--- src/hct_pkg.sv ---
// shared types, constants and helper functions of the prefix code table block
package hct_pkg;

  // sizing of the tables
  localparam int SYMBOL_BITS  = 8;
  localparam int MAX_CODE_LEN = 16;
  localparam int NODE_COUNT   = 512;

  // fixed port field widths
  localparam int SYM_W      = 8;
  localparam int CODE_W     = 16;
  localparam int LEN_W      = 5;
  localparam int CODE_IDX_W = $clog2(CODE_W);

  // derived widths
  localparam int NODE_AW   = $clog2(NODE_COUNT);
  localparam int USED_W    = NODE_AW + 1;
  localparam int SYM_COUNT = 1 << SYMBOL_BITS;

  typedef enum logic [1:0] {
    OP_CLEAR  = 2'd0,
    OP_INSERT = 2'd1,
    OP_ENCODE = 2'd2,
    OP_DECODE = 2'd3
  } op_t;

  typedef enum logic [1:0] {
    KIND_ACK  = 2'd0,
    KIND_CODE = 2'd1,
    KIND_SYM  = 2'd2,
    KIND_ERR  = 2'd3
  } kind_t;

  typedef enum logic [2:0] {
    STAT_OK        = 3'd0,
    STAT_COLLISION = 3'd1,
    STAT_UNKNOWN   = 3'd2,
    STAT_BAD_PATH  = 3'd3,
    STAT_EMPTY     = 3'd4,
    STAT_FULL      = 3'd5
  } status_t;

  typedef enum logic [3:0] {
    ST_IDLE       = 4'd0,
    ST_EXEC       = 4'd1,
    ST_INS_STEP   = 4'd2,
    ST_INS_LOAD   = 4'd3,
    ST_INS_FIN    = 4'd4,
    ST_ENC_DATA   = 4'd5,
    ST_DEC_RELOAD = 4'd6,
    ST_DEC_LEAF   = 4'd7,
    ST_RESP       = 4'd8
  } state_t;

  // one tree node as stored in the node memory
  typedef struct packed {
    logic [NODE_AW-1:0]     kid0;
    logic [NODE_AW-1:0]     kid1;
    logic                   leaf;
    logic [SYMBOL_BITS-1:0] sym;
  } node_t;

  localparam int NODE_W = $bits(node_t);

  // one code table entry
  typedef struct packed {
    logic [CODE_W-1:0] code;
    logic [LEN_W-1:0]  len;
  } code_ent_t;

  localparam int CENT_W = $bits(code_ent_t);

  // one result item
  typedef struct packed {
    kind_t             kind;
    logic [SYM_W-1:0]  sym;
    logic [CODE_W-1:0] code;
    logic [LEN_W-1:0]  len;
    status_t           status;
  } res_t;

  // symbol port value to table index
  function automatic logic [SYMBOL_BITS-1:0] sym_index(input logic [SYM_W-1:0] s);
    logic [SYMBOL_BITS-1:0] r;
    r = '0;
    for (int i = 0; i < SYMBOL_BITS; i++) begin
      if (i < SYM_W) r[i] = s[i];
    end
    return r;
  endfunction

  // table symbol to symbol port value
  function automatic logic [SYM_W-1:0] sym_out(input logic [SYMBOL_BITS-1:0] s);
    logic [SYM_W-1:0] r;
    r = '0;
    for (int i = 0; i < SYM_W; i++) begin
      if (i < SYMBOL_BITS) r[i] = s[i];
    end
    return r;
  endfunction

  // keep only the code bits below the code length
  function automatic logic [CODE_W-1:0] code_mask(input logic [CODE_W-1:0] c,
                                                  input logic [LEN_W-1:0] l);
    logic [CODE_W-1:0] r;
    for (int j = 0; j < CODE_W; j++) begin
      r[j] = c[j] & (j < int'(l));
    end
    return r;
  endfunction

  // result with no payload
  function automatic res_t mk_res(input kind_t k, input status_t s);
    res_t r;
    r.kind   = k;
    r.sym    = '0;
    r.code   = '0;
    r.len    = '0;
    r.status = s;
    return r;
  endfunction

endpackage

--- src/hct_outq.sv ---
// result output register between the controller and the result channel
module hct_outq (
  input  logic                      clk,
  input  logic                      rst_n,
  input  logic                      res_valid,
  input  hct_pkg::res_t             res_data,
  output logic                      res_ready,
  output logic                      out_valid,
  input  logic                      out_ready,
  output logic [1:0]                out_kind,
  output logic [hct_pkg::SYM_W-1:0] out_symbol,
  output logic [hct_pkg::CODE_W-1:0] out_code,
  output logic [hct_pkg::LEN_W-1:0] out_length,
  output logic [2:0]                out_status
);
  import hct_pkg::*;

  logic out_valid_r;
  logic out_valid_nxt;
  res_t out_data_r;

  // slot is free when empty or being drained this cycle
  assign res_ready = !out_valid_r || out_ready;

  always_comb begin
    out_valid_nxt = out_valid_r;
    if (res_ready) begin
      out_valid_nxt = res_valid;
    end
  end

  always_ff @(posedge clk) begin
    if (!rst_n) begin
      out_valid_r <= 1'b0;
    end else begin
      out_valid_r <= out_valid_nxt;
    end
  end

  // payload follows the load condition
  always_ff @(posedge clk) begin
    if (res_ready && res_valid) begin
      out_data_r <= res_data;
    end
  end

  assign out_valid  = out_valid_r;
  assign out_kind   = out_data_r.kind;
  assign out_symbol = out_data_r.sym;
  assign out_code   = out_data_r.code;
  assign out_length = out_data_r.len;
  assign out_status = out_data_r.status;

endmodule

--- config.mk ---
export PLATFORM = sky130hd
export DESIGN_NAME = hct_outq
export DESIGN_NICKNAME = d
export VERILOG_FILES = /design/src/hct_pkg.sv /design/src/hct_outq.sv
export SDC_FILE = /design/constraint.sdc
export NUM_CORES = 1
export LEC_CHECK = 0
export ABC_AREA = 0
export BUFFER_PORTS_ARGS = -buffer_cell sky130_fd_sc_hd__buf_2
export CORE_ASPECT_RATIO = 0.7
export CORE_MARGIN = 5
export CORE_UTILIZATION = 36
export DETAILED_ROUTE_END_ITERATION = 10
export MAX_ROUTING_LAYER = met4
export PLACE_DENSITY_LB_ADDON = 0.08
export SLEW_MARGIN = 20
export SYNTH_ARGS = -nofsm -noshare
export SYNTH_HDL_FRONTEND = slang
export SYNTH_SLANG_ARGS = --single-unit
--- constraint.sdc ---
create_clock -name clk -period 1 [get_ports clk]
set_input_delay 0.1 -clock clk [delete_from_list [all_inputs] [get_ports clk]]
set_output_delay 0.1 -clock clk [all_outputs]
set_load 0.01 [all_outputs]
==> Word-level counts from Yosys, hierarchy flattened <==
Cells that the tools add are included.
{ "word_totals": {"word_cells": 9, "out_inout_bits": 36, "ff_bits": 35} }
{ "classes": {"n_reduce_logical": 3} }
{ "op_table": {"columns": ["operator", "n"], "rows": [
  ["$logic_and 1x1->1", 1],
  ["$logic_not 1->1", 1],
  ["$logic_or 1x1->1", 1]
]} }

==> Longest topological paths before layout <==
{ "logic_depth": {"word_depth": 3, "ltp_mapped": 2, "mapped_depth_nobuf": 2} }

==> Least setup slack after synthesis <==
No wires, ideal clock.
{ "synth_path": {"path_kind": "reg2reg", "from": "register out_valid_r, in the netlist out_valid", "to": "register out_data_r (netlist bit out_code[0]) (enable)", "t_arrival_ps": 806, "synth_period_minus_slack_ps": 1149, "setup_ps": 343, "setup_slack_ps": -149, "n_path_buf": 0, "path_stages_with_launch": 3, "cell_sequence": "dfxtp_1 nand2b_4 and2_4"} }
{ "synth_between": {"elab_chain_cells": 3} }
{ "synth_lines": {"columns": ["item", "line_no", "rtl"], "rows": [
  ["from (decl)", "hct_outq.sv:18", "logic out_valid_r;"],
  ["from (signal assigned)", "hct_outq.sv:36", "out_valid_r <= out_valid_nxt;"],
  ["$logic_not 1->1", "hct_outq.sv:23", "assign res_ready = !out_valid_r || out_ready;"],
  ["$logic_or 1x1->1", "hct_outq.sv:23", null],
  ["via res_ready", "hct_outq.sv:7", "output logic res_ready,"],
  ["$logic_and 1x1->1", "hct_outq.sv:42", "if (res_ready && res_valid) begin"],
  ["to (signal assigned)", "hct_outq.sv:43", "out_data_r <= res_data;"],
  ["to (decl)", "hct_outq.sv:20", "res_t out_data_r;"]
]} }
The timed path passes the listed nets, and every way through them passes these cells.
A chain may end at the register's enable or synchronous reset.

==> Worst setup path after layout <==
{ "layout_path": {"from": "register out_valid_r, in the netlist out_valid", "to": "register out_data_r (netlist bit out_code[12]) (enable)"} }
{ "layout_between": {"elab_chain_cells": 3} }
{ "layout_lines": {"columns": ["item", "line_no"], "rows": [
  ["$logic_not 1->1", "hct_outq.sv:23"],
  ["$logic_or 1x1->1", "hct_outq.sv:23"],
  ["$logic_and 1x1->1", "hct_outq.sv:42"]
]} }
Every way passes these cells.

==> summary.txt <==
Hold Path Depth -> 1
Setup WS post-layout -> -16.4 ps
Final Total Pwr -> 2.98 mW
Cell variety after synth -> 6
cell area after synthesis -> 0.00108 mm2
met1 Track Usage GR -> 13.7%
drt wl/cell -> 13.0 um
R2R depth -> 3
Power Dens Cells -> 1550 mW/mm2
DP Area -> 0.00154 mm2
drt total wl -> 2440 um
core area -> 0.00284 mm2
total grt overflow -> 0
synthesized instance count -> 39
layout net count -> 190
RSZ-0062 raised after global routing -> yes
CP max FO -> 19
Reg area -> 0.00104 mm2
max_cap viols -> 0
worst setup path category -> reg -> reg
Die Wd -> 75.4 um
area of the multi-input gates -> 33.8 um2
Worst EP arrival -> 990 ps
WP data required -> 980 ps
DR vias/cell -> 4.05
commonest non-fill, non-tap cells in the layout -> buf_2, edfxtp_1, dlygate4sd3_1, clkbuf_8
pin count of the biggest net entering global routing -> 20
dpl ws -> -7.76 ps
Tcrit/Tclk final -> 102%
leak pwr -> 0.839 nW
Levels on crit path -> 3
final setup fails -> 26
CTS sink cnt -> 35
CP peak stage delay -> 330 ps
critical path cell sequence -> nand2b_4, and2_4, buf_12
initial antenna violation count -> 0
Final Slew Violations -> 0
syn nets -> 77
met3 usage -> 4.33%
Worst-Skew Late Latency -> 270 ps
antenna viol nets, final -> 0
Inserted Diodes -> 0
#FFs+latches synth -> 35
Setup Buffers After CTS -> 0
drt pass-1 iters -> 3
CP startpoint kind -> flop
commonest non-fill, non-tap cell in the layout -> buf_2
vias in the first global route -> 827
worst hold path class -> in -> reg
CP max-delay cell -> dfxtp_2
Fmax -> 984 MHz
Worst Skew -> 4.75 ps
relative slew slack -> 92.9%
final core occ -> 67.7%
Final Instance Area -> 0.00193 mm2
failing checks -> negative setup slack
total CTS buffers -> 5
Max VDD drop -> 1.11 mV
GR met2 Demand/Resource -> 21.9%
outcome -> finished with violations
gr usage total -> 12.7%
Core Rows -> 16
sequential area share after synthesis -> 96.5%
first-pass GRT wire length -> 3820 um
gp weighted congestion -> 0.646
H-tree depth -> 2
layout cells sized above 1 -> 56.6%
CTS tree -> done
DRC -> 0
Syn-to-layout area delta -> 78.5%
syn_area_per_cell -> 27.7 um2
Clock Tree Root -> clkbuf_8
crit end category -> flop
initial drt markers -> 40
Buf+Inv Stages, Crit Path -> 1
# fillers -> 204
via count of the routed design -> 761
PortBufs -> 73
Initial Utilization -> 37.9%
Worst Tran Pin Value -> 106 ps
Die H -> 55.8 um
Hold Vio Cnt, Final -> 0
CP delay by family, top -> flip-flops
YS warnings -> 0
GRT Max-Usage Layer -> met2
CTS clk-pin slew, worst paths -> 60 ps
Top Ports -> 74
Bufs on Longest Clock Path -> 2
die footprint -> 0.00421 mm2
min Tclk post-route -> 1020 ps
## final timing paths
kind | from | to | slack [ps]
hold reg to reg | out_valid | out_valid | 570
setup reg to reg | out_valid | out_code[12] | -20
hold / removal | res_data[26] | out_symbol[2] | 9
setup / recovery | out_valid | out_code[12] | -20
## cell families after synthesis
family          synth area share (%)
compound gates                  1.04
buf+inv                        0.348
flops                           96.5
simple gates                    2.09
## synthesized netlist by cell type
library cell / n / share of area [%]
a21boi_2: 1 / 1.0
nand2b_4: 1 / 1.3
edfxtp_1: 34 / 95
dfxtp_1: 1 / 1.9
inv_1: 1 / 0.35
and2_4: 1 / 0.81
## layout make-up
| class | instances | share of cell area, % |
|---|---|---|
| clock buffer | 5 | 3.57 |
| timing repair buffer | 106 | 37.6 |
| clock inverter | 2 | 0.455 |
| tap | 36 | 2.34 |
| sequential | 35 | 54.1 |
| inverter | 1 | 0.195 |
| multi-input combinational | 3 | 1.75 |
## layer usage
layer | vias up | part of all wire [%]
met5 | - | 0
met4 | 0 | 0
met3 | 0 | 11
met2 | 40 | 53
met1 | 346 | 36
li1 | 375 | -
## stage by stage
stage	hold WS [ps]	instances	setup TNS (ps)
floorplan	199	39	-4030
global placement	277	151	0
detailed placement	278	151	-136
CTS	1.46	187	-395
global route	2.47	188	-1010
finish	8.72	188	-270
## sequential cells by signal, indices dropped and copies added (netlist names)
signal / count
out_code: 16
out_symbol: 8
out_length: 5
out_status: 3
out_kind: 2
out_valid: 1
## power breakdown
| group | total (mW) | switching (mW) | internal (mW) |
|---|---|---|---|
| logic | 0.362 | 0.148 | 0.214 |
| registers | 1.73 | 0.0219 | 1.71 |
| clock network | 0.882 | 0.421 | 0.462 |
## what timing repair did
action / CTS / global route
gates resized for setup: 2 / 0
setup endpoints to repair: 20 / 35
endpoints found under the hold margin: 29 / 1
hold buffers: 29 / 1
Note: power is estimated with default switching activity, not from simulation.
