## src/hct_ram.sv

```systemverilog
// generic single write port ram with registered read
module hct_ram #(
  parameter int WIDTH = 8,
  parameter int DEPTH = 16
) (
  input  logic                     clk,
  input  logic                     we,
  input  logic [$clog2(DEPTH)-1:0] waddr,
  input  logic [WIDTH-1:0]         wdata,
  input  logic                     re,
  input  logic [$clog2(DEPTH)-1:0] raddr,
  output logic [WIDTH-1:0]         rdata
);

  logic [WIDTH-1:0] mem [DEPTH];

  // write port and registered read port
  always_ff @(posedge clk) begin
    if (we) begin
      mem[waddr] <= wdata;
    end
    if (re) begin
      rdata <= mem[raddr];
    end
  end

endmodule

```

## config.mk

```make
export PLATFORM = sky130hd
export DESIGN_NAME = hct_ram
export DESIGN_NICKNAME = d
export VERILOG_FILES = /design/src/hct_ram.sv
export SDC_FILE = /design/constraint.sdc
export NUM_CORES = 1
export LEC_CHECK = 0
export BUFFER_PORTS_ARGS = -buffer_cell sky130_fd_sc_hd__clkbuf_2
export CAP_MARGIN = 5
export CORE_UTILIZATION = 45
export CTS_BUF_LIST = sky130_fd_sc_hd__clkbuf_16
export CTS_CLUSTER_SIZE = 25
export DETAILED_ROUTE_END_ITERATION = 10
export PLACE_DENSITY = 0.62
export SLEW_MARGIN = 40
export SYNTH_ARGS = -nofsm -noshare
export SYNTH_HDL_FRONTEND = slang
export SYNTH_SLANG_ARGS = --single-unit
```

## constraint.sdc

```tcl
create_clock -name clk -period 2.1 [get_ports clk]
set_input_delay 0 -clock clk [delete_from_list [all_inputs] [get_ports clk]]
set_output_delay 0 -clock clk [all_outputs]
set_load 0.1 [all_outputs]
```

Yosys cells after proc, flatten, opt, wreduce, memory -nomap -nowiden
Memory sizes are Yosys's and may differ from the RTL's. A register that Yosys moved wholly into a read port is not among the register bits.
Index checks and enable logic that the tools add are counted.
{"block": "totals", "ff_bits": 0, "ramBits": 128, "output_inout_bits": 8, "n_memories": 1}
{"block": "classes", "mux": 2}
{"name": "mem", "depth": 16, "width": 8, "read_ports": 1, "rd_ports_with_merged_regs": 1, "write_ports": 1, "line": "15", "source": "logic [WIDTH-1:0] mem [DEPTH];"}
{"cell": "1-bit 2-to-1 mux", "count": 2}

Longest topological paths before layout
Gate-level depths: netlist of run 1.
{"block": "depth", "depth_word": 2, "ltp_mapped": 5, "mapped_depth_nobuf": 3}

Worst setup path after synthesis of run 1
No wires, ideal clock.
{"block": "synth_path", "path_type": "in2reg", "start": "input waddr[2]", "end": "memory mem[0][0] (enable)", "arrival_ns": 1.110, "slack_ns": 0.607, "cell_stages": 2, "path_buffers": 0, "path_cell_list": "or3b_2 > nor3_1"}
{"item": "from (decl)", "line": "8", "source": "input logic [$clog2(DEPTH)-1:0] waddr,"}
{"item": "to (decl)", "line": "15"}
Straight into the memory's write port.

==> results.md, run 1 <==
- Status: finished, final reports clean
- Number of enable flip-flop cells after synthesis: 136
- Average footprint of a synthesized cell: 22.83 um2
- Number of buffers on the longest clock path: 2
- Hold Path Cell Cnt: 1
- Max Clk Rate: 655.0 MHz
- Area share of the largest cell type after synthesis: 78.12%
- Hold Fails Final Rpt: 0
- Port bufs: 26
- Share of cells above drive strength 1: between 30% and 40%
- Net Count, Synth: 248
- Root cell of the clock tree: clkbuf_16
- Total power: between 6 and 7 mW
- Portion of the clock cycle consumed by the worst path in the final layout: 72.70%
- Final Setup Violations: 0
- Unrepaired setup endpoints after global routing: false
- Cell types with the highest counts after synthesis: edfxtp_1 (136), mux4_2 (18), a22oi_1 (16)
- Total clock sinks: 136
- Number of register bits inferred by synthesis: roughly 140
- # Max-Cap Violations: 0
- Final-layout setup total negative slack: 0 ns
- Most instantiated library cell after synthesis: edfxtp_1
- Predominant post-synthesis flop cell: edfxtp_1
- Clock network latency to the later pin of the worst-skew pair: 0.41 ns
- Yosys warnings: 0
- Overall overflow remaining after global route: 0
- Worst setup skew after layout: 0.006835 ns
- Final HPWL from detailed placement: 6091 um
- Pins over their slew limit: 0
- Sequential share of the synthesized area: 78.12%
- Vertical die dimension: 109.8 um
- Synthesized netlist cell count: 229
- Largest net degree at the start of global routing: 21
- Yosys top cell by area: edfxtp_1
- Die Footprint: 12050 um2
- Ys async rst share: 0%
- Sequential Area: 4084 um2
- Worst Hold Class: input port to flip-flop
- Proportion of power drawn by flip-flops and latches: roughly half
- Required arrival time at the worst endpoint: ~2.2 ns
- Placer's final routability congestion estimate: 0.7007
- Data arrival at the endpoint of the critical path: 1.65 ns
- Clock buffer count from CTS: 17
- Row count: 38
- Initial antenna violation count: 0
- Global-route wire length before repair: 14490 um
- DRT Wirelength: about 9500 um
- Ant diodes: 0
- First-pass detailed-route iteration total: 4
- Area of the core region: 11080 um2
- Iteration-0 DRC Markers: 164
- Net Sw Frac: 21.05%
- Logic gate share of total power: ~6%
- Total number of H-tree levels: 4
- Depth of the most critical reg-to-reg path: 3
- Fillers: 843
- Fin crit period: 1.527 ns
- Ports: 27
- Element type at the critical path start: flip-flop
- Crit-path max FO: 1
- Detailed-route via count: 2420
- Nets@finish: 305
- Multi-input combinational cell area: 1057 um2
- Main area contributors after synthesis: edfxtp_1 (78%), mux4_2 (7.8%), mux4_1 (7.0%)
- CTS tree: done
- Global-route usage over all layers: 18.11%
- Crit end category: flip-flop
- Number of global-route vias before repair: between 2k and 2.5k
- CTS clk-pin slew, worst paths: 0.05 ns
- Reported net switching power: 1.269 mW
- DRC violations left: 0
- Slew HR: 53.07%
- Final ANT Viol Nets: 0
- Proportion of power drawn by the clock network: 42.9%
- Number of unique standard cell types used by synthesis: 18
- Static Leak: 2.102 nW
- Mean number of vias per cell: 5.513
- Power density relative to cell area: 982.0 nW/um2
- Mean routed wirelength per cell: 21.59 um
- Cell-internal power: 4.760 mW
- Synth Cell Area: around 5200 um2
- Peak VDD IR: ~0.56 mV
- Critical path type: flip-flop to flip-flop
- Area growth from synthesis to layout: 17.45%
- Effective utilization at floorplan: 47.19%
- Worst-Margin Slew: between 0.7 and 0.8 ns
- Width of the die: 109.8 um
kinds of logic (layout without fill, tap and decap cells):
family / count (synthesis) / after routing / synth area share (%)
flip-flops: 136 / 136 / 78.12
AND/OR/NAND/NOR: 35 / 35 / 3.136
multiplexers: 32 / 32 / 14.79
AO/OA/AOI/OAI: 16 / 16 / 2.298
buffers and inverters: 10 / 80 / 1.651
what timing repair did:
item	4_1_cts	5_1_grt
gates resized for setup	0	0
hold endpoints to repair	24	0
hold buffers	2	0
setup buffers	0	0
through the flow:
stage	worst slack (ns)	util, %	instances	hold WS (ns)	area [um2]
3_5_place_dp	0.4439	50.52	405	0.4034	5597
5_1_grt	0.5207	55.42	439	0.02346	6140
6_report	0.5732	55.42	439	0.02101	6140
2_1_floorplan	0.6071	-	229	0.09887	5228
3_3_place_gp	0.4450	50.52	405	0.4182	5597
4_1_cts	0.5563	55.42	439	0.01707	6140
final timing paths:
path	startpoint	to	slack [ns]
setup / recovery	mem[10][6]	rdata[6]	0.57
hold / removal	wdata[7]	mem[5][7]	0.02
setup reg to reg	mem[10][6]	rdata[6]	0.57
hold reg to reg	mem[14][1]	rdata[1]	0.75
worst max-delay path: stages, from the launching register on:
cell,delay (ns)
edfxtp_1,0.37
mux4_2,0.48
a22oi_1,0.26
nand2_1,0.15
flip-flops by register name, indices dropped and copies added (netlist names):
| register | count |
|---|---|
| mem | 128 |
| rdata | 8 |
placed cells by master, fill, tap and decap left out:
cell / count
a22oi_1: 16
and2_1: 1
and2b_1: 1
buf_4: 20
bufinv_16: 1
clkbuf_16: 17
clkbuf_2: 26
clkinv_1: 3
clkinv_2: 5
clkinv_4: 1
clkinvlp_4: 1
dlygate4sd3_1: 2
edfxtp_1: 136
inv_1: 4
mux4_1: 14
mux4_2: 18
nand2_1: 9
nand2b_1: 2
nand3_1: 1
nand3b_1: 2
nor2_1: 13
nor2b_1: 1
nor3_1: 4
or3b_2: 1
layer usage:
layer / part of all wire, % / GRT usage [%] / vias up
met5: 0 / 0 / -
met4: 1.8 / 8.000 / 0
met3: 5.2 / 4.564 / 15
met2: 49 / 27.68 / 72
met1: 44 / 24.74 / 1239
li1: - / - / 1094
final cells by class:
| type | instances | share of cell area (%) |
|---|---|---|
| sequential | 136 | 66.52 |
| tap | 140 | 2.853 |
| clock inverter | 15 | 1.590 |
| clock buffer | 17 | 6.929 |
| timing repair buffer | 48 | 4.891 |
| multi-input combinational | 83 | 17.22 |
power groups by stage:
stage | combinational (mW) | sequential [mW] | clock (mW)
after global placement | 0.363 | 3.13 | 0
after detailed placement | 0.367 | 3.13 | 0
final | 0.364 | 3.08 | 2.59
after floorplan | 0.154 | 3.22 | 0
after CTS | 0.371 | 3.08 | 2.62
after global routing | 0.391 | 3.08 | 2.75
No activity file was read; power rests on OpenSTA's default activity.
==> run 2: changes to the inputs <==
Settings changed: PLACE_DENSITY 0.62 to 0.64.
Clock period 2.1 ns to 1.3 ns, I/O delays scaled along.
==> run 2 against run 1 <==
Against the previous run: setup slack worse by 0.72 ns; clock-buffer cell count stayed put; the run now ends with negative setup slack left; register-to-register slack worse by 0.72 ns; combinational power is 88% higher; global-route usage is 1.2 points higher; critical endpoint is now rdata[0]; wire length is 6.9% higher; maximum frequency is 5.8% higher; flip-flop and latch count stayed put; clock skew hardly changed; sequential power is 61% higher; core utilization is 2.2 points higher.
==> results.md, run 2 (same netlist as run 1, synthesis figures left out) <==
- Placer's final routability congestion estimate: about 0.81
- Fin crit period: 1.443 ns
- Worst-Margin Slew: 0.8568 ns
- Total power: a little over 10 mW
- Unrepaired setup endpoints after global routing: true
- Width of the die: between 100 and 150 um
- Ports: 27
- Most common cell after layout, fill and taps aside: edfxtp_1
- Largest reg by FF count: mem
- Final HPWL from detailed placement: 6650 um
- Initial antenna violation count: 0
- Row count: 38
- Critical path type: flip-flop to flip-flop
- Biggest cell delay along the critical path: around 0.50 ns
- Multi-input combinational cell area: 1067 um2
- Area of the core region: approximately 11000 um2
- Clock network latency to the later pin of the worst-skew pair: 0.41 ns
- Global routing met2 resource utilization: 27.59%
- Vertical die dimension: 109.8 um
- Total number of H-tree levels: 4
- Critical-path top delay cell: mux4_2
- Cell-internal power: 8.164 mW
- Layer carrying the most global-route usage: met2
- Port bufs: 26
- WHS: 0.01410 ns
- CTS clk-pin slew, worst paths: around 0.060 ns
- Most frequent cells in the layout: edfxtp_1 (136), buf_4 (34), mux4_2 (26), clkbuf_2 (26), clkbuf_16 (17)
- Number of global-route vias before repair: about 2.7k
- GRT met1 Usage: 27.15%
- DRT Wirelength: 10130 um
- Final WS setup: -0.1430 ns
- Power density relative to cell area: 1613 nW/um2
- Fillers: just over 800
- Die Footprint: 12050 um2
- Slew HR: 42.67%
- Total non-filler cell area in the finished layout: 6389 um2
- Effective utilization at floorplan: 47.19%
- Largest net degree at the start of global routing: 23
- Final cell count without fillers: 456
- Post-layout util: 57.67%
- CTS tree: done
- Proportion of power drawn by the clock network: 45.2%
- Final Setup Violations: 8
- Peak VDD IR: 0.8258 mV
- Worst setup skew after layout: 0.007186 ns
- Pins over their slew limit: 0
- Logic gate share of total power: 6.6%
- Final ANT Viol Nets: 0
- Ant diodes: 0
- Met3 routing resource usage after global routing: under 10%
- Max Clk Rate: roughly 690 MHz
- Required arrival time at the worst endpoint: around 1.5 ns
- Cell area reported after detailed placement: 5787 um2
- Violations in the final reports: negative setup slack
- Worst Hold Class: input port to flip-flop
- Net Sw Frac: 20.75%
- DRC violations left: 0
- Mean number of vias per cell: 5.564
- Data arrival at the endpoint of the critical path: 1.59 ns
- Critical Path, Cell by Cell: mux4_2 -> a22oi_1 -> nand2_1
- # Max-Cap Violations: 0
- Detailed-route via count: approximately 2.5k
- Iteration-0 DRC Markers: 142
- Overall overflow remaining after global route: 0
- Hold Path Cell Cnt: 1
- First-pass detailed-route iteration total: 4
- Total clock sinks: 136
- Cell count after placement: 423
- Static Leak: 2.185 nW
- Nets@finish: around 320
- Status: complete, but fails checks
- Number of buffers on the longest clock path: 2
- Hold Fails Final Rpt: 0
- Proportion of power drawn by flip-flops and latches: 48.2%
- Cell family with most CP delay: multiplexers
- Reported net switching power: 2.138 mW
- Share of cells above drive strength 1: 40.82%
- Root cell of the clock tree: clkbuf_16
- Postcts setup bufs: 0
- Largest registers in the final layout: mem (128), rdata (8)
- Global-route usage over all layers: approximately 19%
- Number of flip-flops under the largest register name: roughly 130
- Portion of the clock cycle consumed by the worst path in the final layout: 111.0%
- Sequential Area: a little over 4000 um2
- Crit end category: flip-flop
- Buffers & Inverters on Critical Path: 0
- Element type at the critical path start: flip-flop
- WP depth: 3
- Area growth from synthesis to layout: 22.21%
- Clock buffer count from CTS: 17
- Crit-path max FO: 1
- Depth of the most critical reg-to-reg path: 3
- Mean routed wirelength per cell: 22.21 um
- Global-route wire length before repair: 15520 um
[run 2: final cells by class]
type | instances | share of cell area [%]
clock inverter | 15 | 2.526
tap | 140 | 2.742
clock buffer | 17 | 6.659
timing repair buffer | 65 | 7.442
multi-input combinational | 83 | 16.71
sequential | 136 | 63.92
[run 2: final timing paths]
kind / start / to / slack (ns)
setup reg to reg: mem[11][0] / rdata[0] / -0.14
hold reg to reg: mem[14][7] / rdata[7] / 0.74
hold / removal: wdata[0] / mem[5][0] / 0.01
setup / recovery: mem[11][0] / rdata[0] / -0.14
[run 2: routing by layer]
metal | part of all wire, % | vias up
met5 | 0 | -
met4 | 2.5 | 0
met3 | 6.8 | 19
met2 | 47 | 109
met1 | 44 | 1287
li1 | - | 1122
[run 2: what timing repair did]
| action | in CTS | in global routing |
|---|---|---|
| hold buffers | 1 | 0 |
| cloned | 0 | 0 |
| endpoints found under the setup margin | 8 | 8 |
| pin swaps | 3 | 0 |
| resized for setup | 14 | 1 |
| hold endpoints to repair | 8 | 0 |
[run 2: worst reg2reg max path: cells and delay by family, from the launching register on]
| kind | cells | cell delay (ns) |
|---|---|---|
| compound gates | 1 | 0.23 |
| simple gates | 1 | 0.09 |
| mux | 1 | 0.50 |
| flops | 1 | 0.36 |
[run 2: metrics by stage]
step	setup TNS (ns)	worst slack, ns
after global routing	-1.250	-0.1773
after CTS	-0.9095	-0.1357
final	-0.9157	-0.1430
after global placement	-2.244	-0.3412
after detailed placement	-2.282	-0.3421
after floorplan	0	0.002440
[run 2: power by group through the flow]
stage	Sequential (mW)	Clock [mW]	Combinational (mW)
4_1_cts	4.97	4.73	0.686
2_1_floorplan	5.21	0	0.250
6_report	4.97	4.65	0.683
5_1_grt	4.97	4.91	0.726
3_5_place_dp	5.06	0	0.664
3_3_place_gp	5.05	0	0.658
==> run 3: changes to the inputs <==
Settings changed: SKIP_CTS_REPAIR_TIMING set to 1.
==> run 3 against run 2 <==
Against the previous run: the run still ends with negative setup slack left; power is essentially flat; critical path depth is the same; highest routed layer unchanged; flip-flop and latch count is the same; setup slack gained 0.0044 ns; global-route usage shrank 0.18 points; die area is the same; via count shrank 0.95%.
==> results.md, run 3 (same netlist as run 1, synthesis figures left out) <==
- Status: complete, but fails checks
- Violations in the final reports: negative setup slack
- Reported net switching power: 2.130 mW
- Final Setup Violations: 8
- Critical path type: flip-flop to flip-flop
- Detailed-route via count: 2513
- Port bufs: 26
- Data arrival at the endpoint of the critical path: 1.59 ns
- Worst-Margin Slew: 0.8383 ns
- Area of the core region: 11080 um2
- Ports: 27
- Area growth from synthesis to layout: 22.31%
- Crit-path max FO: 1
- Die Footprint: 12050 um2
- DRT Wirelength: 10090 um
- Crit end category: flip-flop
- Width of the die: 109.8 um
- Required arrival time at the worst endpoint: 1.45 ns
- DRC violations left: 0
- Iteration-0 DRC Markers: 129
- Portion of the clock cycle consumed by the worst path in the final layout: 110.7%
- Final WS setup: -0.1386 ns
- Largest registers in the final layout: mem (128), rdata (8)
- Fillers: 802
- Unrepaired setup endpoints after global routing: true
- Ant diodes: 0
- Final ANT Viol Nets: 0
- Cell-internal power: slightly above 8 mW
- Number of flip-flops under the largest register name: about 130
- Pins over their slew limit: 0
- Initial antenna violation count: 0
- Overall overflow remaining after global route: 0
- First-pass detailed-route iteration total: 4
- Biggest cell delay along the critical path: 0.52 ns
- Share of cells above drive strength 1: 41.14%
- Vertical die dimension: 109.8 um
- Mean routed wirelength per cell: roughly 22 um
- Peak VDD IR: 0.8239 mV
- Largest reg by FF count: mem
- Buffers & Inverters on Critical Path: 0
- Total number of H-tree levels: 4
- # Max-Cap Violations: 0
- Critical Path, Cell by Cell: mux4_1 -> a22oi_2 -> nand2_1
- Clock buffer count from CTS: 17
- Net Sw Frac: between 20% and 30%
- Mean number of vias per cell: between 5 and 6
- Worst setup skew after layout: 0.007050 ns
- CTS clk-pin slew, worst paths: 0.06 ns
- Root cell of the clock tree: clkbuf_16
- Fin crit period: 1.439 ns
- Max Clk Rate: 695.1 MHz
- Critical-path top delay cell: mux4_1
- Final HPWL from detailed placement: 6650 um
- Power density relative to cell area: 1610 nW/um2
- Proportion of power drawn by flip-flops and latches: 48.3%
- Logic gate share of total power: 6.6%
- Total clock sinks: 136
- Effective utilization at floorplan: 47.19%
- Final-layout setup total negative slack: -0.9197 ns
- Static Leak: around 2.2 nW
- Placer's final routability congestion estimate: 0.8119
- Sequential Area: 4084 um2
- CTS tree: done
- Most frequent cells in the layout: edfxtp_1 (136), buf_4 (34), mux4_2 (26), clkbuf_2 (26), clkbuf_16 (17)
- Global-route wire length before repair: 15350 um
- Most common cell after layout, fill and taps aside: edfxtp_1
- Proportion of power drawn by the clock network: 45.1%
- Global-route usage over all layers: between 10% and 20%
- Number of global-route vias before repair: 2634
- Clock network latency to the later pin of the worst-skew pair: ~0.4 ns
- Multi-input combinational cell area: 1072 um2
- Largest net degree at the start of global routing: 23
- Cell family with most CP delay: multiplexers
- Hold Fails Final Rpt: 0
- Slew HR: 43.91%
- Worst Hold Class: input port to flip-flop
- Element type at the critical path start: flip-flop
- Row count: 38
- Nets@finish: ~320
- Number of buffers on the longest clock path: 2
- Total power: a little over 10 mW
==> run 3: cell counts in the layout (fill, tap and decap cells not counted) <==
Identical to the previous run, type by type.
==> run 3: metal layers <==
metal  global-route usage (%)  share of wire [%]
met3                    6.046                8.0
met1                    26.75                 43
met5                        0                  0
met2                    27.41                 47
met4                    8.952                2.5
==> run 3: worst register-to-register path, cell delays in order (launching register included) <==
cell and delay, ns:
edfxtp_1 0.36, mux4_1 0.52, a22oi_2 0.23, nand2_1 0.07
==> run 3: worst paths after layout <==
kind,end,depth (start not counted),from,slack (ns)
max,rdata[5],3,mem[1][5],-0.14
min,mem[8][3],1,wdata[3],0.01
min reg2reg,rdata[7],3,mem[15][7],0.75
max reg2reg,rdata[5],3,mem[1][5],-0.14
==> run 3: final cells by class <==
cell class,instances,area share (%)
flip-flops and latches,136,63.87
multi-input cells,83,16.77
repair buffers,65,7.436
clock buffers,17,6.654
well taps,140,2.740
clock inverters,15,2.524
==> run 3: power by group through the flow <==
stage / clock [mW] / combinational, mW / sequential (mW)
2_1_floorplan: 0 / 0.250 / 5.21
3_3_place_gp: 0 / 0.658 / 5.05
3_5_place_dp: 0 / 0.664 / 5.06
4_1_cts: 4.73 / 0.665 / 4.97
5_1_grt: 4.91 / 0.728 / 4.97
6_report: 4.64 / 0.683 / 4.97
==> run 3: stage by stage <==
| stage | hold slack, ns | instances | setup slack (ns) | utilization (%) | instance area [um2] |
|---|---|---|---|---|---|
| 2_1_floorplan | 0.09887 | 229 | 0.002440 | - | 5233 |
| 3_3_place_gp | 0.3822 | 423 | -0.3412 | 52.24 | 5787 |
| 3_5_place_dp | 0.3848 | 423 | -0.3421 | 52.24 | 5787 |
| 4_1_cts | -0.04281 | 455 | -0.2156 | 57.53 | 6374 |
| 5_1_grt | 0.04780 | 456 | -0.1886 | 57.71 | 6394 |
| 6_report | 0.01188 | 456 | -0.1386 | 57.71 | 6394 |
