`config.mk`:
```
export PLATFORM = sky130hd
export DESIGN_NAME = hct_ctrl
export DESIGN_NICKNAME = d
export VERILOG_FILES = /design/src/hct_pkg.sv /design/src/hct_ctrl.sv
export SDC_FILE = /design/constraint.sdc
export NUM_CORES = 1
export LEC_CHECK = 0
export ABC_CLOCK_PERIOD_IN_PS = 17300
export BUFFER_PORTS_ARGS = -buffer_cell sky130_fd_sc_hd__clkbuf_2
export CAP_MARGIN = 40
export CELL_PAD_IN_SITES_DETAIL_PLACEMENT = 1
export CELL_PAD_IN_SITES_GLOBAL_PLACEMENT = 1
export CORE_MARGIN = 2
export CORE_UTILIZATION = 42
export DETAILED_ROUTE_END_ITERATION = 8
export GPL_TIMING_DRIVEN = 0
export PLACE_DENSITY_LB_ADDON = 0.1
export SLEW_MARGIN = 25
export SYNTH_ARGS = -nofsm -noshare
export SYNTH_HDL_FRONTEND = slang
export SYNTH_SLANG_ARGS = --single-unit
```
`constraint.sdc`:
```
create_clock -name clk -period 17.3 [get_ports clk]
set_input_delay 1.73 -clock clk [delete_from_list [all_inputs] [get_ports clk]]
set_output_delay 1.73 -clock clk [all_outputs]
set_load 0.005 [all_outputs]
```
`src/hct_pkg.sv`:
```
// shared types, constants and helper functions of the prefix code table block
package hct_pkg;

  // sizing of the tables
  localparam int SYMBOL_BITS  = 8;
  localparam int MAX_CODE_LEN = 16;
  localparam int NODE_COUNT   = 512;

  // fixed port field widths
  localparam int SYM_W      = 8;
  localparam int CODE_W     = 16;
  localparam int LEN_W      = 5;
  localparam int CODE_IDX_W = $clog2(CODE_W);

  // derived widths
  localparam int NODE_AW   = $clog2(NODE_COUNT);
  localparam int USED_W    = NODE_AW + 1;
  localparam int SYM_COUNT = 1 << SYMBOL_BITS;

  typedef enum logic [1:0] {
    OP_CLEAR  = 2'd0,
    OP_INSERT = 2'd1,
    OP_ENCODE = 2'd2,
    OP_DECODE = 2'd3
  } op_t;

  typedef enum logic [1:0] {
    KIND_ACK  = 2'd0,
    KIND_CODE = 2'd1,
    KIND_SYM  = 2'd2,
    KIND_ERR  = 2'd3
  } kind_t;

  typedef enum logic [2:0] {
    STAT_OK        = 3'd0,
    STAT_COLLISION = 3'd1,
    STAT_UNKNOWN   = 3'd2,
    STAT_BAD_PATH  = 3'd3,
    STAT_EMPTY     = 3'd4,
    STAT_FULL      = 3'd5
  } status_t;

  typedef enum logic [3:0] {
    ST_IDLE       = 4'd0,
    ST_EXEC       = 4'd1,
    ST_INS_STEP   = 4'd2,
    ST_INS_LOAD   = 4'd3,
    ST_INS_FIN    = 4'd4,
    ST_ENC_DATA   = 4'd5,
    ST_DEC_RELOAD = 4'd6,
    ST_DEC_LEAF   = 4'd7,
    ST_RESP       = 4'd8
  } state_t;

  // one tree node as stored in the node memory
  typedef struct packed {
    logic [NODE_AW-1:0]     kid0;
    logic [NODE_AW-1:0]     kid1;
    logic                   leaf;
    logic [SYMBOL_BITS-1:0] sym;
  } node_t;

  localparam int NODE_W = $bits(node_t);

  // one code table entry
  typedef struct packed {
    logic [CODE_W-1:0] code;
    logic [LEN_W-1:0]  len;
  } code_ent_t;

  localparam int CENT_W = $bits(code_ent_t);

  // one result item
  typedef struct packed {
    kind_t             kind;
    logic [SYM_W-1:0]  sym;
    logic [CODE_W-1:0] code;
    logic [LEN_W-1:0]  len;
    status_t           status;
  } res_t;

  // symbol port value to table index
  function automatic logic [SYMBOL_BITS-1:0] sym_index(input logic [SYM_W-1:0] s);
    logic [SYMBOL_BITS-1:0] r;
    r = '0;
    for (int i = 0; i < SYMBOL_BITS; i++) begin
      if (i < SYM_W) r[i] = s[i];
    end
    return r;
  endfunction

  // table symbol to symbol port value
  function automatic logic [SYM_W-1:0] sym_out(input logic [SYMBOL_BITS-1:0] s);
    logic [SYM_W-1:0] r;
    r = '0;
    for (int i = 0; i < SYM_W; i++) begin
      if (i < SYMBOL_BITS) r[i] = s[i];
    end
    return r;
  endfunction

  // keep only the code bits below the code length
  function automatic logic [CODE_W-1:0] code_mask(input logic [CODE_W-1:0] c,
                                                  input logic [LEN_W-1:0] l);
    logic [CODE_W-1:0] r;
    for (int j = 0; j < CODE_W; j++) begin
      r[j] = c[j] & (j < int'(l));
    end
    return r;
  endfunction

  // result with no payload
  function automatic res_t mk_res(input kind_t k, input status_t s);
    res_t r;
    r.kind   = k;
    r.sym    = '0;
    r.code   = '0;
    r.len    = '0;
    r.status = s;
    return r;
  endfunction

endpackage

```
`src/hct_ctrl.sv`:
```
// sequencer for clear, insert, encode and decode over the node and code memories
module hct_ctrl (
  input  logic                           clk,
  input  logic                           rst_n,
  // request channel
  input  logic                           in_valid,
  output logic                           in_ready,
  input  logic [1:0]                     in_operation,
  input  logic [hct_pkg::SYM_W-1:0]      in_symbol,
  input  logic [hct_pkg::CODE_W-1:0]     in_code,
  input  logic [hct_pkg::LEN_W-1:0]      in_code_length,
  input  logic                           in_bit_req,
  input  logic                           in_last,
  // node memory
  output logic                           nd_we,
  output logic [hct_pkg::NODE_AW-1:0]    nd_waddr,
  output hct_pkg::node_t                 nd_wdata,
  output logic                           nd_re,
  output logic [hct_pkg::NODE_AW-1:0]    nd_raddr,
  input  hct_pkg::node_t                 nd_rdata,
  // code memory
  output logic                           cd_we,
  output logic [hct_pkg::SYMBOL_BITS-1:0] cd_waddr,
  output hct_pkg::code_ent_t             cd_wdata,
  output logic                           cd_re,
  output logic [hct_pkg::SYMBOL_BITS-1:0] cd_raddr,
  input  hct_pkg::code_ent_t             cd_rdata,
  // result to output register
  output logic                           res_valid,
  output hct_pkg::res_t                  res_data,
  input  logic                           res_ready
);
  import hct_pkg::*;

  // control state
  state_t                 state_r, state_nxt;
  logic [USED_W-1:0]      nodes_used_r, nodes_used_nxt;
  logic [NODE_AW-1:0]     root_kid0_r, root_kid0_nxt;
  logic [NODE_AW-1:0]     root_kid1_r, root_kid1_nxt;
  logic [SYM_COUNT-1:0]   code_valid_r, code_valid_nxt;
  logic                   any_sym_r, any_sym_nxt;
  logic [NODE_AW-1:0]     dec_node_r, dec_node_nxt;
  logic                   dec_ent_ok_r, dec_ent_ok_nxt;

  // request and walk registers
  op_t                    op_r, op_nxt;
  logic [SYMBOL_BITS-1:0] sym_r, sym_nxt;
  logic [CODE_W-1:0]      code_r, code_nxt;
  logic [LEN_W-1:0]       len_r, len_nxt;
  logic                   bit_r, bit_nxt;
  logic                   last_r, last_nxt;
  logic [NODE_AW-1:0]     node_r, node_nxt;
  node_t                  ent_r, ent_nxt;
  logic [LEN_W-1:0]       idx_r, idx_nxt;
  node_t                  dec_ent_r, dec_ent_nxt;
  res_t                   res_pend_r, res_pend_nxt;

  // combinational helpers
  logic                   do_clear;
  logic                   walk_bit;
  logic                   at_end;
  logic [NODE_AW-1:0]     walk_ch;
  logic [NODE_AW-1:0]     new_node;
  node_t                  upd_ent;
  logic [NODE_AW-1:0]     dec_cur;
  logic [NODE_AW-1:0]     dec_k0;
  logic [NODE_AW-1:0]     dec_k1;
  logic [NODE_AW-1:0]     dec_ch;
  code_ent_t              new_code;

  // insert walk: current bit, end of code, child on that branch
  assign walk_bit = (idx_r < LEN_W'(CODE_W)) ? code_r[idx_r[CODE_IDX_W-1:0]] : 1'b0;
  assign at_end   = ((idx_r + LEN_W'(1)) == len_r);
  assign walk_ch  = walk_bit ? ent_r.kid1 : ent_r.kid0;
  assign new_node = nodes_used_r[NODE_AW-1:0];

  always_comb begin
    upd_ent = ent_r;
    if (walk_bit) begin
      upd_ent.kid1 = new_node;
    end else begin
      upd_ent.kid0 = new_node;
    end
  end

  // decode step: current node links from root flops or cached entry
  assign dec_cur = ({1'b0, dec_node_r} >= nodes_used_r) ? '0 : dec_node_r;
  assign dec_k0  = (dec_cur == '0) ? root_kid0_r : dec_ent_r.kid0;
  assign dec_k1  = (dec_cur == '0) ? root_kid1_r : dec_ent_r.kid1;
  assign dec_ch  = bit_r ? dec_k1 : dec_k0;

  always_comb begin
    new_code.code = code_mask(code_r, len_r);
    new_code.len  = len_r;
  end

  // next state and outputs
  always_comb begin
    state_nxt      = state_r;
    nodes_used_nxt = nodes_used_r;
    root_kid0_nxt  = root_kid0_r;
    root_kid1_nxt  = root_kid1_r;
    code_valid_nxt = code_valid_r;
    any_sym_nxt    = any_sym_r;
    dec_node_nxt   = dec_node_r;
    dec_ent_ok_nxt = dec_ent_ok_r;
    op_nxt         = op_r;
    sym_nxt        = sym_r;
    code_nxt       = code_r;
    len_nxt        = len_r;
    bit_nxt        = bit_r;
    last_nxt       = last_r;
    node_nxt       = node_r;
    ent_nxt        = ent_r;
    idx_nxt        = idx_r;
    dec_ent_nxt    = dec_ent_r;
    res_pend_nxt   = res_pend_r;

    in_ready  = 1'b0;
    nd_we     = 1'b0;
    nd_waddr  = node_r;
    nd_wdata  = ent_r;
    nd_re     = 1'b0;
    nd_raddr  = walk_ch;
    cd_we     = 1'b0;
    cd_waddr  = sym_r;
    cd_wdata  = new_code;
    cd_re     = 1'b0;
    cd_raddr  = sym_r;
    res_valid = 1'b0;
    res_data  = res_pend_r;
    do_clear  = 1'b0;

    case (state_r)
      // take a request
      ST_IDLE: begin
        in_ready = 1'b1;
        if (in_valid) begin
          op_nxt    = op_t'(in_operation);
          sym_nxt   = sym_index(in_symbol);
          code_nxt  = in_code;
          len_nxt   = in_code_length;
          bit_nxt   = in_bit_req;
          last_nxt  = in_last;
          state_nxt = ST_EXEC;
        end
      end

      // dispatch on the operation
      ST_EXEC: begin
        case (op_r)
          OP_CLEAR: begin
            do_clear  = 1'b1;
            res_valid = 1'b1;
            res_data  = mk_res(KIND_ACK, STAT_OK);
          end
          OP_INSERT: begin
            dec_ent_ok_nxt = 1'b0;
            if (len_r == '0 || int'(len_r) > MAX_CODE_LEN) begin
              res_valid = 1'b1;
              res_data  = mk_res(KIND_ERR, STAT_BAD_PATH);
            end else if (code_valid_r[sym_r]) begin
              do_clear  = 1'b1;
              res_valid = 1'b1;
              res_data  = mk_res(KIND_ERR, STAT_COLLISION);
            end else begin
              node_nxt      = '0;
              ent_nxt.kid0  = root_kid0_r;
              ent_nxt.kid1  = root_kid1_r;
              ent_nxt.leaf  = 1'b0;
              ent_nxt.sym   = '0;
              idx_nxt       = '0;
              state_nxt     = ST_INS_STEP;
            end
          end
          OP_ENCODE: begin
            if (!any_sym_r) begin
              res_valid = 1'b1;
              res_data  = mk_res(KIND_ERR, STAT_EMPTY);
            end else if (!code_valid_r[sym_r]) begin
              res_valid = 1'b1;
              res_data  = mk_res(KIND_ERR, STAT_UNKNOWN);
            end else begin
              cd_re     = 1'b1;
              state_nxt = ST_ENC_DATA;
            end
          end
          OP_DECODE: begin
            if (!any_sym_r) begin
              dec_node_nxt = '0;
              res_valid    = 1'b1;
              res_data     = mk_res(KIND_ERR, STAT_EMPTY);
            end else if (dec_cur != '0 && !dec_ent_ok_r) begin
              // cached entry is stale after an insert
              dec_node_nxt = dec_cur;
              nd_re        = 1'b1;
              nd_raddr     = dec_cur;
              state_nxt    = ST_DEC_RELOAD;
            end else if (dec_ch == '0 || {1'b0, dec_ch} >= nodes_used_r) begin
              dec_node_nxt = '0;
              res_valid    = 1'b1;
              res_data     = mk_res(KIND_ERR, STAT_BAD_PATH);
            end else begin
              nd_re     = 1'b1;
              nd_raddr  = dec_ch;
              node_nxt  = dec_ch;
              state_nxt = ST_DEC_LEAF;
            end
          end
          default: begin
            state_nxt = ST_IDLE;
          end
        endcase
      end

      // one insert step: allocate a node or follow an existing branch
      ST_INS_STEP: begin
        if (walk_ch == '0) begin
          if (nodes_used_r >= USED_W'(NODE_COUNT)) begin
            do_clear  = 1'b1;
            res_valid = 1'b1;
            res_data  = mk_res(KIND_ERR, STAT_FULL);
          end else begin
            nodes_used_nxt = nodes_used_r + USED_W'(1);
            if (node_r == '0) begin
              root_kid0_nxt = upd_ent.kid0;
              root_kid1_nxt = upd_ent.kid1;
            end else begin
              nd_we    = 1'b1;
              nd_waddr = node_r;
              nd_wdata = upd_ent;
            end
            ent_nxt.kid0 = '0;
            ent_nxt.kid1 = '0;
            ent_nxt.leaf = at_end;
            ent_nxt.sym  = sym_r;
            node_nxt     = new_node;
            idx_nxt      = idx_r + LEN_W'(1);
            state_nxt    = at_end ? ST_INS_FIN : ST_INS_STEP;
          end
        end else if (at_end) begin
          do_clear  = 1'b1;
          res_valid = 1'b1;
          res_data  = mk_res(KIND_ERR, STAT_COLLISION);
        end else begin
          nd_re     = 1'b1;
          nd_raddr  = walk_ch;
          node_nxt  = walk_ch;
          idx_nxt   = idx_r + LEN_W'(1);
          state_nxt = ST_INS_LOAD;
        end
      end

      // existing child arrives: a leaf on the path is a collision
      ST_INS_LOAD: begin
        if (nd_rdata.leaf) begin
          do_clear  = 1'b1;
          res_valid = 1'b1;
          res_data  = mk_res(KIND_ERR, STAT_COLLISION);
        end else begin
          ent_nxt   = nd_rdata;
          state_nxt = ST_INS_STEP;
        end
      end

      // write the new leaf and the code table entry
      ST_INS_FIN: begin
        nd_we                  = 1'b1;
        nd_waddr               = node_r;
        nd_wdata               = ent_r;
        cd_we                  = 1'b1;
        code_valid_nxt[sym_r]  = 1'b1;
        any_sym_nxt            = 1'b1;
        res_valid              = 1'b1;
        res_data               = mk_res(KIND_ACK, STAT_OK);
      end

      // code table read data
      ST_ENC_DATA: begin
        res_valid     = 1'b1;
        res_data      = mk_res(KIND_CODE, STAT_OK);
        res_data.code = cd_rdata.code;
        res_data.len  = cd_rdata.len;
      end

      // refill the decoder's cached node and retry the step
      ST_DEC_RELOAD: begin
        dec_ent_nxt    = nd_rdata;
        dec_ent_ok_nxt = 1'b1;
        state_nxt      = ST_EXEC;
      end

      // child arrives: emit at a leaf, else descend
      ST_DEC_LEAF: begin
        if (nd_rdata.leaf) begin
          dec_node_nxt = '0;
          res_valid    = 1'b1;
          res_data     = mk_res(KIND_SYM, STAT_OK);
          res_data.sym = sym_out(nd_rdata.sym);
        end else begin
          dec_node_nxt   = last_r ? '0 : node_r;
          dec_ent_nxt    = nd_rdata;
          dec_ent_ok_nxt = 1'b1;
          state_nxt      = ST_IDLE;
        end
      end

      // result waits for the output register
      ST_RESP: begin
        res_valid = 1'b1;
        res_data  = res_pend_r;
      end

      default: begin
        state_nxt = ST_IDLE;
      end
    endcase

    // hand over the result or park it
    if (res_valid) begin
      res_pend_nxt = res_data;
      state_nxt    = res_ready ? ST_IDLE : ST_RESP;
    end

    // empty both tables
    if (do_clear) begin
      nodes_used_nxt = USED_W'(1);
      root_kid0_nxt  = '0;
      root_kid1_nxt  = '0;
      code_valid_nxt = '0;
      any_sym_nxt    = 1'b0;
      dec_node_nxt   = '0;
      dec_ent_ok_nxt = 1'b0;
    end
  end

  // control registers
  always_ff @(posedge clk) begin
    if (!rst_n) begin
      state_r      <= ST_IDLE;
      nodes_used_r <= USED_W'(1);
      root_kid0_r  <= '0;
      root_kid1_r  <= '0;
      code_valid_r <= '0;
      any_sym_r    <= 1'b0;
      dec_node_r   <= '0;
      dec_ent_ok_r <= 1'b0;
    end else begin
      state_r      <= state_nxt;
      nodes_used_r <= nodes_used_nxt;
      root_kid0_r  <= root_kid0_nxt;
      root_kid1_r  <= root_kid1_nxt;
      code_valid_r <= code_valid_nxt;
      any_sym_r    <= any_sym_nxt;
      dec_node_r   <= dec_node_nxt;
      dec_ent_ok_r <= dec_ent_ok_nxt;
    end
  end

  // request and walk registers
  always_ff @(posedge clk) begin
    op_r       <= op_nxt;
    sym_r      <= sym_nxt;
    code_r     <= code_nxt;
    len_r      <= len_nxt;
    bit_r      <= bit_nxt;
    last_r     <= last_nxt;
    node_r     <= node_nxt;
    ent_r      <= ent_nxt;
    idx_r      <= idx_nxt;
    dec_ent_r  <= dec_ent_nxt;
    res_pend_r <= res_pend_nxt;
  end

`ifndef NO_ASSERTIONS
  // the root lives in flops and is never written to the node memory
  a_no_root_write: assert property (@(posedge clk) disable iff (!rst_n)
    nd_we |-> nd_waddr != '0)
    else $error("node memory write to root");

  // no symbol held means no valid code table entry
  a_valid_vs_any: assert property (@(posedge clk) disable iff (!rst_n)
    !any_sym_r |-> code_valid_r == '0)
    else $error("code valid bit set with empty table");

  // decoder position always points at an allocated node
  a_dec_in_range: assert property (@(posedge clk) disable iff (!rst_n)
    {1'b0, dec_node_r} < nodes_used_r)
    else $error("decoder node beyond allocated nodes");

  // an accepted request is dispatched in the next cycle
  a_accept_exec: assert property (@(posedge clk) disable iff (!rst_n)
    in_valid && in_ready |=> state_r == ST_EXEC)
    else $error("accepted request not dispatched");
`endif

endmodule

```
After elaboration in Yosys (flattened, before gate mapping)
Cells that the tools add are included.

Add/subtract/negate cells: 2. Magnitude comparators: 24. Eq/ne operators: 42. Multiplexer cells: 122. Bitwise operators: 19. Reductions and logical operators: 31.

Operators by type and width (number): 34-bit 2-to-1 mux (12); 27-bit 2-to-1 mux (10); 256-bit OR (1); 9-bit 2-to-1 mux (26); 34-bit one-hot mux with 6 select lines (1); 34-bit one-hot mux with 4 select lines (1); 27-bit one-hot mux with 3 select lines (1); 4-bit 2-to-1 mux (15); 27-bit one-hot mux with 2 select lines (1); 9-bit one-hot mux with 2 select lines (3); 4-bit by 5-bit < comparator with 1-bit output, first input constant (8); 9-bit zero test (4); 1-bit 2-to-1 mux (32); 4-bit != test, second input constant (8); 5-bit 2-to-1 mux (6); 3-bit != test, second input constant (10); 4-bit one-hot mux with 7 select lines (1); 9-bit by 10-bit >= comparator with 1-bit output (2); 3-bit by 5-bit < comparator with 1-bit output, first input constant (4); 1-bit bitwise AND (16); 4-bit by 3-bit equality test with 1-bit output, second input constant (4); 2-bit != test, second input constant (7); 13-bit AND reduction (1); 4-bit one-hot mux with 3 select lines (1); other kinds (46) (65).

Bits in registers: 425. Input port bits: 85. Output and inout bits: 122. Word-level logic and storage cells: 267.

Depth between registers and ports, before layout
Depth after elaboration: 14. Gate-level depth with buffers: 21.

Worst setup path after synthesis
Ideal clock, no wire load.

Kind: register -> register. Start: register sym_r[1] (netlist: cd_raddr[1]). End: register ent_r[0] in the netlist's numbering, enable pin. Data arrival time: 6932 ps. Data required time: 16741 ps. Slack: 9809 ps. Stages on the path, launching flop included: 12. Period minus slack after synthesis: 7491 ps. Cells stage by stage: edfxtp_1 -> buf_2 -> clkbuf_1 -> mux4_2 -> mux4_2 -> nand2_1 -> nand3_1 -> a2111o_1 -> o41ai_2 -> buf_4 -> nand2_1 -> a2111oi_0.

Cells in the longest elaborated chain, start to end: 4.

RTL lines: start, declared (RTL line hct_ctrl.sv:47) `logic [SYMBOL_BITS-1:0] sym_r, sym_nxt;`; start signal, assigned (RTL line hct_ctrl.sv:363) `sym_r <= sym_nxt;`; 1-bit binary-select mux with 8-bit select (RTL line hct_ctrl.sv:162) `end else if (code_valid_r[sym_r]) begin`; 1-bit 2-to-1 mux (not written as such) (RTL line hct_ctrl.sv:162); 2-bit != test (no line); 7-bit AND reduction (no line); end signal, assigned (RTL line hct_ctrl.sv:369) `ent_r <= ent_nxt;`; end, declared (RTL line hct_ctrl.sv:53) `node_t ent_r, ent_nxt;`.

No other way between the ends. The select of a mux whose other input is x is not followed. A chain may end at the register's enable or synchronous reset.

Final worst setup path
Start: register nodes_used_r[3]. End: output res_valid.

Cells in the longest elaborated chain, start to end: 12. Elaborated cells on any way between the ends: 19.

RTL lines: start, declared (RTL line hct_ctrl.sv:37) `logic [USED_W-1:0] nodes_used_r, nodes_used_nxt;`; start signal, assigned (RTL line hct_ctrl.sv:350) `nodes_used_r <= nodes_used_nxt;`; 9-bit by 10-bit >= comparator with 1-bit output (RTL line hct_ctrl.sv:87) `assign dec_cur = ({1'b0, dec_node_r} >= nodes_used_r) ? '0 : dec_node_r;`; 9-bit 2-to-1 mux (RTL line hct_ctrl.sv:87); 9-bit zero test (RTL line hct_ctrl.sv:88, hct_ctrl.sv:89); 9-bit 2-to-1 mux (on tied branches) (RTL line hct_ctrl.sv:88, hct_ctrl.sv:89); 9-bit 2-to-1 mux (RTL line hct_ctrl.sv:90) `assign dec_ch = bit_r ? dec_k1 : dec_k0;`; 9-bit by 10-bit >= comparator with 1-bit output or 9-bit zero test (tied branches) (RTL line hct_ctrl.sv:199) `end else if (dec_ch == '0 || {1'b0, dec_ch} >= nodes_used_r) begin`; 1-bit logical OR (RTL line hct_ctrl.sv:199); 1-bit 2-to-1 mux (RTL line hct_ctrl.sv:199); 1-bit 2-to-1 mux (RTL line hct_ctrl.sv:193) `end else if (dec_cur != '0 && !dec_ent_ok_r) begin`; 1-bit 2-to-1 mux (RTL line hct_ctrl.sv:189) `if (!any_sym_r) begin`; 1-bit one-hot mux with 4 select lines (RTL line hct_ctrl.sv:151) `case (op_r)`; 1-bit one-hot mux with 4 select lines (*) (RTL line hct_ctrl.sv:134) `case (state_r)`; end, declared (RTL line hct_ctrl.sv:29) `output logic res_valid,`.

Mark *: on every way between the ends. The rest lies on a longest branch, timed or not.

==> flow_summary_export.csv <==
group,metric,value,unit
floorplanning,floorplan.die.height,219,um
synthesis,synth.area.top_cells,"dfxtp_1, edfxtp_1, a21oi_1",
route,drc,0,
sta,setup_viol,0,
route,antenna_violating_nets_post_route,0,
cts,post-cts-setup-buffers,0,
placed_design,placed_area,21600,um^2
cts,hold_buffers,0,
sta,achievable-frequency,117,MHz
critical_path,most_frequent_cp_cell,"a21o_1",
sta,worst_slew_pin_slew,933,ps
synthesis,synth_cell_types,69,
cts,clock_sink_count,425,
synthesis,synth_flop_cell,"dfxtp_1",
run,maxCapViolCount,0,
finish,final_cells,2970,
pwr,fin_total_pwr,3.38,mW
finish,final_cell_area,23200,um^2
sta,slew_headroom,36.9,%
pwr,seq_power_share,37.1,%
critical_path,cp_slowest_stage_delay,570,ps
placed_design,place_ws,9110,ps
synthesis,ys_seq_area_share,50.1,%
sta,finalHoldViolations,0,
cts,clock-root-buffer,"clkbuf_16",
synthesis,post_synth_inst_count,2044,
pwr,ir_worst_vdd,122,uV
cts,tritoncts.num_buffers,48,
floorplanning,die_width,219,um
finish,finalNetCount,2436,
synthesis,syn_nets,2150,
pwr,power_per_cell_area,146,nW/um^2
route,vias_per_cell,5.77,
critical_path,worst_setup_path_end_kind,"primary output",
route,via_count,17100,
synthesis,syn_area,19500,um^2
sta,post-route-min-period,8520,ps
sta,timing.final.ws_setup,8780,ps
synthesis,synth_area_leader_cell,"dfxtp_1",
pwr,internal_power,2.16,mW
pwr,switching_share,36.2,%
critical_path,critical_path_arrival,6790,ps
pwr,net-switching-power,1.23,mW
placed_design,place_inst,2875,
route,wirelength,71.6,mm
finish,drive_gt1_share,19.8,%
synthesis,most_common_library_cells_after_synthesis,"nor2_1, a21oi_1, dfxtp_1",
grt,maximum_number_of_pins_on_one_net_before_global_route_repair,36,
pwr,share_comb_of_total_power,32.5,%
synthesis,number_of_synthesized_flops_with_an_enable_pin,126,
cts,clock_path_buffers,3,
placed_design,dp.final_hpwl,53.0,mm
critical_path,timing.critical_path.required,15570,ps
critical_path,critical_path.top_delay_family,"compound AO/OA/AOI/OAI gates",
finish,synthToLayoutAreaGrowth,18.9,%
pwr,clock_share_of_power,30.4,%
floorplanning,num_io_pins,207,
floorplanning,initial_core_utilization,42.8,%
grt,vias_in_the_first_global_route,17900,
status,outcome,"complete, no violations",
floorplanning,site_rows,78,
sta,hold-worst-slack,460,ps
grt,global_route_wire_length_before_repair,107,mm
worst_hold_path,hold_class,"register to register",
cts,cts_tree,"built",
critical_path,critical_path.n_buffers_inverters,8,
placed_design,placement.io_buffers,205,
grt,overflow,0,
floorplanning,coreArea,45600,um^2
grt,global_route_usage_sum,29.7,%
route,drt_pass1_iterations,4,
critical_path,path_cells,"inv_1, ha_1, a21o_1, a21oi_1, o21ai_0, a311oi_1, buf_2, clkbuf_1, buf_6, mux4_2, inv_1, ha_1, nand2b_1, a21o_1, a21o_1, a211oi_1, o31a_1, o22ai_1, buf_2, a211o_1, a31oi_1, inv_2, clkbuf_2",
cts,htree_num_levels,2,
grt,antenna_found_initial,4,
cts,clk_transition_reported_paths,60,ps
route,wl_per_cell,24.1,um
placed_design,gp_routability_congestion,0.919,
synthesis,synthesis.yosys.warnings,0,
synthesis,yosys_register_bits,425,
synthesis,async_reset_ff_share,0,%
sta,clock_skew,31.8,ps
pwr,power_leakage,8.83,nW
cts,insertion_delay,610,ps
sta,rsz_0062_raised_after_global_routing,"false",
floorplanning,fp.dieArea,48100,um^2
route,detail_route.iter0.violations,1227,
sta,layout_worst_path_cycle_share,49.3,%
cts,cts-resized-gates,0,
synthesis,postSynthAreaPerCell,9.54,um^2
sta,final-max-slew-violation-count,0,
critical_path,cp_max_fo,35,
critical_path,cpMaxStageDelayCell,"mux4_2",
synthesis,share_of_the_synthesized_area_in_the_top_cell_type,30.7,%
sta,tns,0,ps
finish,final_util,50.8,%
critical_path,critical_path_class,"register to primary output",
synthesis,yosys.cell_count.top_type,"nor2_1",
critical_path,worst_setup_path_start_kind,"register",
path summary, 6_finish.rpt:
check / startpoint / end / slack, ps / cells past startpoint
hold / removal: code_valid_r[42] / code_valid_r[42] / 460 / 2
hold reg to reg: code_valid_r[42] / code_valid_r[42] / 460 / 2
setup reg to reg: nodes_used_r[3] / res_pend_r[1] / 10950 / 22
setup / recovery: nodes_used_r[3] / res_valid / 8780 / 23
area by class of cell:
class                   count  area [um^2]
clock inverters            14          158
plain buffers             173          933
clock buffers              72         1410
inverters                  27          101
repair buffers            236         1290
well taps                 600          751
flip-flops and latches    425         9770
fillers                  5255        22400
diodes                      4         10.0
multi-input cells        1419         8750
registers in the layout (all words and copies together), names as in the netlist, 8 cells and up:
name and flops:
ent_r 27, node_r 9, dec_ent_r 18, code_valid_r 256, code_r 16, root_kid0_r 9
cd_raddr 8, nodes_used_r 10, res_pend_r 34, dec_node_r 9, root_kid1_r 9
cell families after synthesis:
family	count (synthesis)	share of synthesized area, %
and+or+nand+nor	664	14.3
muxes	132	10.8
adders and majority gates	21	1.35
xor gates and xnor gates	18	0.809
buffers and inverters	200	5.31
AOI/OAI and AO/OA	584	17.4
DFF	425	50.1
worst register-to-register path, stage by stage, from the launching register on:
cell      delay, ps
dfxtp_1         410
inv_1           150
ha_1            340
a21o_1          180
a21oi_1         150
o21ai_0         140
a311oi_1        370
buf_2           260
clkbuf_1        220
buf_6           210
mux4_2          580
inv_1            90
ha_1            210
nand2b_1        150
a21o_1          180
a21o_1          190
a211oi_1        360
o31a_1          210
o22ai_1         160
buf_2           210
a211o_1         300
a31oi_1         410
inv_2           470
per-layer routing:
metal  vias up  global-route usage [%]  part of all wire [%]
met4         0                    11.1                   3.5
met2       429                    52.3                    51
li1       7887                       -                     -
met3       128                    5.02                   4.5
met1      8700                    36.1                    41
met5         -                       0                     0
placed cells by master (no fill, tap or decap), types with 7 or more instances in the layout:
cell,n
clkbuf_8,10
xnor2_1,12
buf_6,31
a211oi_1,24
clkbuf_2,207
edfxtp_1,126
nand3_1,20
buf_2,18
inv_1,25
a31oi_1,12
a22oi_1,38
o21ai_0,115
a21oi_1,302
nor3_1,24
a21boi_0,7
mux2i_1,53
mux2_2,19
nand2_1,141
nand2b_1,16
nor2_1,393
buf_4,42
a221oi_1,7
ha_1,21
nor4_1,10
clkbuf_16,49
clkbuf_1,118
nor2b_1,17
mux4_2,60
dfxtp_1,299
a21o_1,25
clkinv_2,8
and3_1,10
power by group through the flow:
stage	clock network [mW]	registers [mW]	logic (mW)
after floorplan	0	1.25	0.619
after global placement	0	1.28	1.05
after detailed placement	0	1.27	1.09
after CTS	1.04	1.25	1.10
after global routing	1.08	1.26	1.19
final	1.03	1.25	1.10
(Power assumes the default switching activity.)
